==> config.mk <==
export PLATFORM = sky130hd
export DESIGN_NAME = rmf_group
export DESIGN_NICKNAME = d
export VERILOG_FILES = /design/src/rmf_pkg.sv /design/src/rmf_group.sv
export SDC_FILE = /design/constraint.sdc
export NUM_CORES = 1
export LEC_CHECK = 0
export BUFFER_PORTS_ARGS = -buffer_cell sky130_fd_sc_hd__buf_2
export CAP_MARGIN = 20
export CORE_AREA = 2 2 426 428
export CTS_CLUSTER_SIZE = 30
export DETAILED_ROUTE_END_ITERATION = 6
export DIE_AREA = 0 0 428 430
export PLACE_DENSITY_LB_ADDON = 0.3
export SETUP_SLACK_MARGIN = 0.3
export SLEW_MARGIN = 10
export SYNTH_ARGS = -nofsm -noshare
export SYNTH_HDL_FRONTEND = slang
export SYNTH_SLANG_ARGS = --single-unit
==> constraint.sdc <==
create_clock -name i_clk -period 1.05 [get_ports i_clk]
set_input_delay 0.105 -clock i_clk [delete_from_list [all_inputs] [get_ports i_clk]]
set_output_delay 0.105 -clock i_clk [all_outputs]
set_load 0.005 [all_outputs]
==> src/rmf_pkg.sv <==
// Shared types and constants for the running median finder.
package rmf_pkg;

    localparam int DEPTH   = 256;
    localparam int VALUE_W = 32;
    localparam int IN_W    = 32;
    localparam int MED_W   = 33;
    localparam int STCNT_W = 9;
    localparam int CNT_W   = $clog2(DEPTH + 1);
    localparam int GRP     = 16;
    localparam int NGRP    = (DEPTH + GRP - 1) / GRP;

    localparam logic OP_ADD   = 1'b0;
    localparam logic OP_QUERY = 1'b1;

    typedef logic signed [VALUE_W-1:0] t_value;
    typedef logic signed [MED_W-1:0]   t_median;
    typedef logic [CNT_W-1:0]          t_count;

    typedef struct packed {
        logic ins;
        logic occ;
        logic at_end;
        logic sel_lo;
        logic sel_hi;
    } t_cell_ctl;

    typedef enum logic [1:0] {
        ST_IDLE,
        ST_GATHER,
        ST_SUM,
        ST_HOLD
    } t_state;

endpackage

==> src/rmf_group.sv <==
// Registered OR stage that collects the selected middle values of one group of cells.
module rmf_group (
    input  logic            i_clk,
    input  logic            i_load,
    input  rmf_pkg::t_value i_lo [0:rmf_pkg::GRP-1],
    input  rmf_pkg::t_value i_hi [0:rmf_pkg::GRP-1],
    output rmf_pkg::t_value o_lo,
    output rmf_pkg::t_value o_hi
);
    import rmf_pkg::*;

    t_value r_lo;
    t_value r_hi;
    t_value w_lo;
    t_value w_hi;

    always_comb begin
        w_lo = '0;
        w_hi = '0;
        for (int k = 0; k < GRP; k++) begin
            w_lo = w_lo | i_lo[k];
            w_hi = w_hi | i_hi[k];
        end
    end

    always_ff @(posedge i_clk) begin
        if (i_load) begin
            r_lo <= w_lo;
            r_hi <= w_hi;
        end
    end

    assign o_lo = r_lo;
    assign o_hi = r_hi;

endmodule

==> impl_metrics.toml <==
[final_layout]
finish.instance_area_mm2 = 0.01364
drive_gt1_frac = 0.7562
area.sequential_mm2 = 0.001922
num-fill-cells = 21220
fin_nets = 2559
multiInputGateArea_mm2 = 0.002108
syn_to_final_growth_pct = 247.5

[timing]
fin_crit_sh = 1.350
fmax_ghz = 0.7056
setup_violations = 57
tns_ps = -4807
whs_ps = -57.97
min_period_ps = 1417
relSlewSlack = 0.6642
postLayoutSetupSlackWorst_ps = -367.2
drv_slew = 0
tightest_slew_ps = 499.1
hold_viol_final = 41
rsz0062_at_grt = "yes"

[pwr]
ir_drop_uv = 740.6
cellPowerDensity_mw_per_mm2 = 766.7
clockPowerShare = 0.406
p_switching_mw = 3.454
power_frac_comb = 0.303
p_leak_nw = 5.622
p_int_mw = 7.002
p_seq_frac = 0.291
swShare = 0.3304

[synthesis]
synth_top_area_frac = 0.4898
synthTopCellsByArea = "edfxtp_1, nor4_1, nand4_1"
synth.yosys.seq_area_share = 0.4898
post_synth_instance_area_mm2 = 0.003924
synth.distinct_cells = 3
synth_area_per_cell_um2 = 10.22
synth_nets = 1410
ys.flop_type = "edfxtp_1"
yosys_warnings = 0
synth_top_cell_by_area = "edfxtp_1"
synth_commonest_cells = "nor4_1, edfxtp_1, nand4_1"
async_reset_ff_frac = 0
syn_inst = 384
synth_edf_count = 64
yosysMostFrequentCell = "nor4_1"
ys_seq_elements = 64

[global_routing]
grt_max_degree = 30
gr-usage-met2 = 0.1728
track_usage = 0.1032
gr-total-overflow = 0
use_met3 = 0.03099
antenna_found_initial = 120
use_met1 = 0.1246
busiest_layer = "met2"
grt_pass1_vias = 9289
grt_pass1_wl_um = 116100

[routing]
drtIter0Drc = 458
detail-route-antenna-nets = 0
route.detailed.drc = 0
vias = 9533
first_pass_iters = 4
wl_um = 98510
post_drt_wl_per_cell_um = 25.01
vias_per_cell = 2.420

[worst_setup_path]
critPathKind = "reg2out"
end_kind = "output port"
worstPathRequired_ps = 940
crit_path_cell_trace = "buf_2"
critPathBufInv = 1
cp_max_fo = 1
slowest_stage = "edfxtp_1"
startpoint_type = "register"
startpoint = "o_hi[0]"
critPathArrivalTime_ps = 1310
cp_top_family = "flip-flops"
critPathMaxStageDelay_ps = 650

[clock_network]
path_clk_slew_ps = 90
ctsHtreeMaxLevel = 3
ctsLongestPathBuffers = 2
cts_tree = "done"
cts_sinks = 64
clk_root_buffer_cell = "clkbuf_16"
cts_buffers = 9

[placement]
hpwlAfterDp_um = 92600
portBuffers = 1089
gp_congestion = 0.9961
place_area_mm2 = 0.01285

[die]
die_h_um = 430
die_w_um = 428
fp.coreArea_mm2 = 0.1798
die_area_mm2 = 0.1840
initial_core_util = 0.02183
rows = 156
pin_count = 1090

[worst_hold_path]
min_path_type = "in2reg"
min-delay-start = "i_hi[236]"

[run_status]
violations = "negative hold slack, negative setup slack"
status = "finished with violations"

[run]
cap_violations = 0
per-stage QoR:
| stage | worst slack [ps] | util | std cells | hold WS, ps | total power [mW] |
|---|---|---|---|---|---|
| after global routing | -461.8 | 0.07562 | 3922 | -112.4 | 11.15 |
| after detailed placement | -413.1 | 0.07147 | 3892 | 381.8 | 6.186 |
| after global placement | -1628 | 0.07126 | 3891 | 395.2 | 6.182 |
| final | -367.2 | 0.07586 | 3939 | -57.97 | 10.46 |
| after CTS | -520.1 | 0.07498 | 3908 | -154.4 | 11.05 |
| after floorplan | 328.4 | - | 384 | 217.5 | 3.216 |
repair_timing:
item	in CTS	in global routing
endpoints found under the hold margin	60	51
pin swaps	2	2
gates resized for setup	86	16
endpoints found under the setup margin	68	72
gates cloned	0	0
buffers inserted	0	0
cells by family (layout without fill, tap and decap cells):
logic type,after synthesis,after routing,synth area share
buffers and inverters,0,1154,0
and+or+nand+nor,320,320,0.5102
other,0,31,0
DFF,64,64,0.4898
cells in the final DEF, fill, tap and decap left out, types with 3 or more instances in the layout:
cell type / synthesis / layout
nor4_4: 0 / 5
nand4_1: 64 / 64
diode_2: 0 / 31
buf_2: 0 / 1041
bufinv_16: 0 / 3
nor4_1: 256 / 246
buf_12: 0 / 7
edfxtp_1: 64 / 64
clkbuf_16: 0 / 10
buf_6: 0 / 45
buf_4: 0 / 43
nor4_2: 0 / 5
final timing paths:
check / end / slack [ps] / depth (start not counted)
setup / recovery: o_hi[0] / -370 / 1
hold / removal: o_hi[12] / -60 / 3
registers in the layout, indices dropped and copies added (netlist names):
| register | cells |
|---|---|
| o_hi | 32 |
| o_lo | 32 |
metal layers:
metal  vias to the layer above  share of wire
met1                      4354           0.41
met5                         -         0.0013
met2                       749           0.48
met4                        20          0.036
met3                       213          0.074
li1                       4197              -
power by group through the flow:
| stage | combinational (mW) | clock (mW) | sequential, mW |
|---|---|---|---|
| 2_1_floorplan | 0.178 | 0 | 3.04 |
| 3_3_place_gp | 3.10 | 0 | 3.08 |
| 3_5_place_dp | 3.11 | 0 | 3.08 |
| 4_1_cts | 3.23 | 4.77 | 3.05 |
| 5_1_grt | 3.41 | 4.68 | 3.06 |
| 6_report | 3.17 | 4.24 | 3.04 |
cell type report:
| cell class | instances | area share |
|---|---|---|
| Sequential cell | 64 | 0.1409 |
| Timing Repair Buffer | 1138 | 0.4561 |
| Tap cell | 2370 | 0.2175 |
| Antenna cell | 31 | 0.005689 |
| Multi-Input combinational cell | 320 | 0.1546 |
| Clock inverter | 7 | 0.008716 |
| Clock buffer | 9 | 0.01652 |
No activity file was read; power rests on OpenSTA's default activity.
