==> src/rmf_pkg.sv <==
// Shared types and constants for the running median finder.
package rmf_pkg;

    localparam int DEPTH   = 256;
    localparam int VALUE_W = 32;
    localparam int IN_W    = 32;
    localparam int MED_W   = 33;
    localparam int STCNT_W = 9;
    localparam int CNT_W   = $clog2(DEPTH + 1);
    localparam int GRP     = 16;
    localparam int NGRP    = (DEPTH + GRP - 1) / GRP;

    localparam logic OP_ADD   = 1'b0;
    localparam logic OP_QUERY = 1'b1;

    typedef logic signed [VALUE_W-1:0] t_value;
    typedef logic signed [MED_W-1:0]   t_median;
    typedef logic [CNT_W-1:0]          t_count;

    typedef struct packed {
        logic ins;
        logic occ;
        logic at_end;
        logic sel_lo;
        logic sel_hi;
    } t_cell_ctl;

    typedef enum logic [1:0] {
        ST_IDLE,
        ST_GATHER,
        ST_SUM,
        ST_HOLD
    } t_state;

endpackage

==> src/rmf_cell.sv <==
// One sorted cell: holds a value, compares against the new sample, shifts up on insert.
module rmf_cell (
    input  logic               i_clk,
    input  rmf_pkg::t_cell_ctl i_ctl,
    input  rmf_pkg::t_value    i_value,
    input  rmf_pkg::t_value    i_prev_value,
    input  logic               i_prev_gt,
    output rmf_pkg::t_value    o_value,
    output logic               o_gt,
    output rmf_pkg::t_value    o_lo,
    output rmf_pkg::t_value    o_hi
);
    import rmf_pkg::*;

    t_value r_val;

    assign o_value = r_val;
    assign o_gt    = i_ctl.occ && (r_val > i_value);
    assign o_lo    = i_ctl.sel_lo ? r_val : '0;
    assign o_hi    = i_ctl.sel_hi ? r_val : '0;

    always_ff @(posedge i_clk) begin
        if (i_ctl.ins && (o_gt || i_ctl.at_end)) begin
            r_val <= i_prev_gt ? i_prev_value : i_value;
        end
    end

endmodule

==> config.mk <==
export PLATFORM = sky130hd
export DESIGN_NAME = rmf_cell
export DESIGN_NICKNAME = d
export VERILOG_FILES = /design/src/rmf_pkg.sv /design/src/rmf_cell.sv
export SDC_FILE = /design/constraint.sdc
export NUM_CORES = 1
export LEC_CHECK = 0
export BUFFER_PORTS_ARGS = -buffer_cell sky130_fd_sc_hd__buf_2
export CAP_MARGIN = 20
export CORE_ASPECT_RATIO = 2
export CORE_MARGIN = 2
export CORE_UTILIZATION = 30
export DETAILED_ROUTE_END_ITERATION = 10
export HOLD_SLACK_MARGIN = 0.06
export PLACE_DENSITY = 0.72
export SLEW_MARGIN = 20
export SYNTH_ARGS = -nofsm -noshare
export SYNTH_HDL_FRONTEND = slang
export SYNTH_SLANG_ARGS = --single-unit
==> constraint.sdc <==
create_clock -name i_clk -period 7.67 [get_ports i_clk]
set_input_delay 0.3835 -clock i_clk [delete_from_list [all_inputs] [get_ports i_clk]]
set_output_delay 0.3835 -clock i_clk [all_outputs]
set_load 0.05 [all_outputs]
==> metrics.md <==
| Metric | Value |
|---|---|
| Outcome | completed |
| Number of flip-flops in the largest register | 32 |
| Post-synth top area share | 37.96% |
| Ys flop type | edfxtp_1 |
| Post-CTS sizing | 0 |
| Seq/Total Area, Yosys | approximately 38% |
| Power per cell area | between 150 and 200 mW/mm² |
| Post-synthesis net count | 395 |
| Top delay family on crit path | compound AO/OA/AOI/OAI gates |
| Number of flops mapped to enable cells by yosys | 32 |
| Synth top area cells | edfxtp_1 (38%), and2_1 (16%), ha_1 (16%) |
| CP Class | reg2reg |
| Setup violators final | 0 |
| IO Port Bufs | ~170 |
| Switching pwr | about 260 µW |
| Die footprint | 0.009232 mm² |
| FMAX | 0.3061 GHz |
| DRT iter0 DRCs | 48 |
| First-pass GRT wire length | between 10 and 15 mm |
| Setup_tns | 0 ns |
| Worst Reg-to-Reg Cells | 8 |
| Share of cells above drive strength 1 | 39.34% |
| Synthesis warning total | 0 |
| Post-synth top cells | and2_1 (64), nand2_1 (38), inv_1 (35) |
| Hold_ws | between 0.3 and 0.4 ns |
| DRC Markers | 0 |
| Distinct cells, synth | 25 |
| H-tree depth | 2 |
| Drt wl/cell | approximately 13 µm |
| Sink Count | 32 |
| Peak supply drop | 0.0001337 V |
| Detail Placement HPWL | roughly 5.9 mm |
| Netlist Area Pre-Place | 0.002531 mm² |
| Clock slew at reported path FFs | ~0.05 ns |
| CP Cell Sequence | ha_1 -> nand4_1 -> nor2_1 -> a221o_1 -> o31a_1 -> or4b_4 -> a31oi_4 -> buf_16 |
| Hold buffers post-CTS | 0 |
| Row cnt | between 40 and 50 |
| I/O pin total | between 150 and 200 |
| Max_cap viols | 0 |
| Max incr delay on CP | between 0.5 and 0.6 ns |
| Hold path cells | 3 |
| Clock Power Share | between 20 and 30% |
| Routed vias/inst | 4.694 |
| Top-count cell post-synth | and2_1 |
| Grt ovf | 0 |
| Antenna Nets Post-Route | 0 |
| Global Route Usage Sum | ~16% |
| Clk_skew | 0.002383 ns |
| Crit path max fanout | 20 |
| Largest net degree at the start of global routing | 64 |
| Chip Height | roughly 130 µm |
| Synth area leader | edfxtp_1 |
| Final max-slew violation count | 0 |
| Int Power | 399.0 µW |
| RSZ-0062 raised after global routing | false |
| Crit path DAT | 3.24 ns |
| CP Capture Type | flip-flop |
| 1st-pass router iterations | 4 |
| Worst slew pin tran | 0.9412 ns |
| Util after Layout | about 44% |
| Die Wd | 68.95 µm |
| Number of cells on the critical path | 8 |
| Area Overhead vs Synth | 43.10% |
| Required @ worst endpoint | 7.65 ns |
| Final period util | 42.59% |
| Synthesized instance count | 292 |
| Slew Limit Headroom | around 37% |
| Switching Share | 39.89% |
| Initial antenna violation count | 0 |
| Static leakage | between 0.0015 and 0.002 µW |
| Async S/R FF share, synth | 0% |
| Number of buffers created by CTS | 5 |
| Antenna cells | 0 |
| Fin. Hold Viols | 0 |
| Mean Syn Cell Area | a little under 9 µm² |
| Synth Register Bits | 32 |
| Vias | 2596 |
| Final WL | roughly 7.3 mm |
| CTS tree | done |
| Tmin final | roughly 3.3 ns |
| Sequential share of power | between 30 and 40% |
| CP max-delay cell | or4b_4 |
| CP bufs+invs | 1 |
| Nets | between 500 and 600 |
| Starting density of the core | a little under a third |
| Clock Latency Late Sink | approximately 0.27 ns |
| Core area | 0.008233 mm² |
| GPL Wtd Cong | roughly 0.78 |
| # fillers | 828 |
| Combinational power share | 38.3% |
| Hold Crit Class | in2reg |
| CTS root buf | clkbuf_16 |
| Max clock buf depth | 2 |
| Post-CTS setup buffers | 0 |
| Startpoint Class | flip-flop |
| Vias in the first global route | ~2400 |
## final timing paths
kind	startpoint	end	slack, ns
max	o_value[14]	o_value[29]	4.40
min	i_prev_value[1]	o_value[1]	0.39
max reg2reg	o_value[14]	o_value[29]	4.40
min reg2reg	o_value[31]	o_value[21]	1.21
## power by group through the flow
stage | registers (µW) | clock network (µW) | logic [µW]
2_1_floorplan | 265 | 0 | 144
3_3_place_gp | 226 | 0 | 251
3_5_place_dp | 227 | 0 | 254
4_1_cts | 223 | 191 | 254
5_1_grt | 225 | 199 | 275
6_report | 222 | 187 | 255
## worst register-to-register path, cell delays in order (launching register included)
cell and delay (ns):
edfxtp_1 0.43, ha_1 0.35, nand4_1 0.15, nor2_1 0.09
a221o_1 0.32, o31a_1 0.32, or4b_4 0.54, a31oi_4 0.53
buf_16 0.24
## per-stage QoR
step	total power (µW)	area, µm²	worst slack (ns)	std cells
2_1_floorplan	409.7	2531	3.195	292
3_3_place_gp	476.8	3456	4.135	544
3_5_place_dp	480.5	3456	4.045	544
4_1_cts	668.4	3595	4.123	552
5_1_grt	698.5	3622	4.254	553
6_report	663.8	3622	4.403	553
## cell type report
class                           count  area (µm²)  share of cell area [%]
Timing Repair Buffer              168       863.3                   23.83
Clock buffer                        5       125.1                   3.454
Inverter                           35       131.4                   3.627
Clock inverter                      3       13.76                  0.3800
Tap cell                           98       122.6                   3.385
Multi-Input combinational cell    212        1405                   38.79
Sequential cell                    32       960.9                   26.53
## logic make-up (layout without fill, tap and decap cells)
| group | Yosys count | after routing | share of synthesized area (%) |
|---|---|---|---|
| AND/OR/NAND/NOR | 121 | 121 | 25.85 |
| buffers and inverters | 48 | 211 | 7.118 |
| flip-flops | 32 | 32 | 37.96 |
| multiplexers | 1 | 1 | 0.4449 |
| AO/OA/AOI/OAI | 58 | 58 | 12.80 |
| adder cells (fa/ha/maj) | 32 | 32 | 15.82 |
## placed cells by master (no fill, tap or decap), drive strengths merged, types with 2 or more instances in the layout
cell	Yosys	layout
a21oi	13	13
buf	0	168
o211ai	3	3
nand4	8	8
nor2	4	4
clkinv	0	3
a31oi	2	2
ha	32	32
edfxtp	32	32
inv	35	35
and2	64	64
clkbuf	13	5
nand2	38	38
o21ai	34	34
nand3	3	3
## routing by layer
metal / GRT usage, % / wire length, µm / vias up / part of all wire [%]
li1: - / - / 1316 / -
met1: 16.19 / 2689 / 1157 / 37
met2: 30.13 / 4026 / 111 / 55
met3: 2.181 / 467 / 12 / 6.4
met4: 5.773 / 145 / 0 / 2.0
met5: 0 / 0 / - / 0
(Power assumes the default switching activity.)
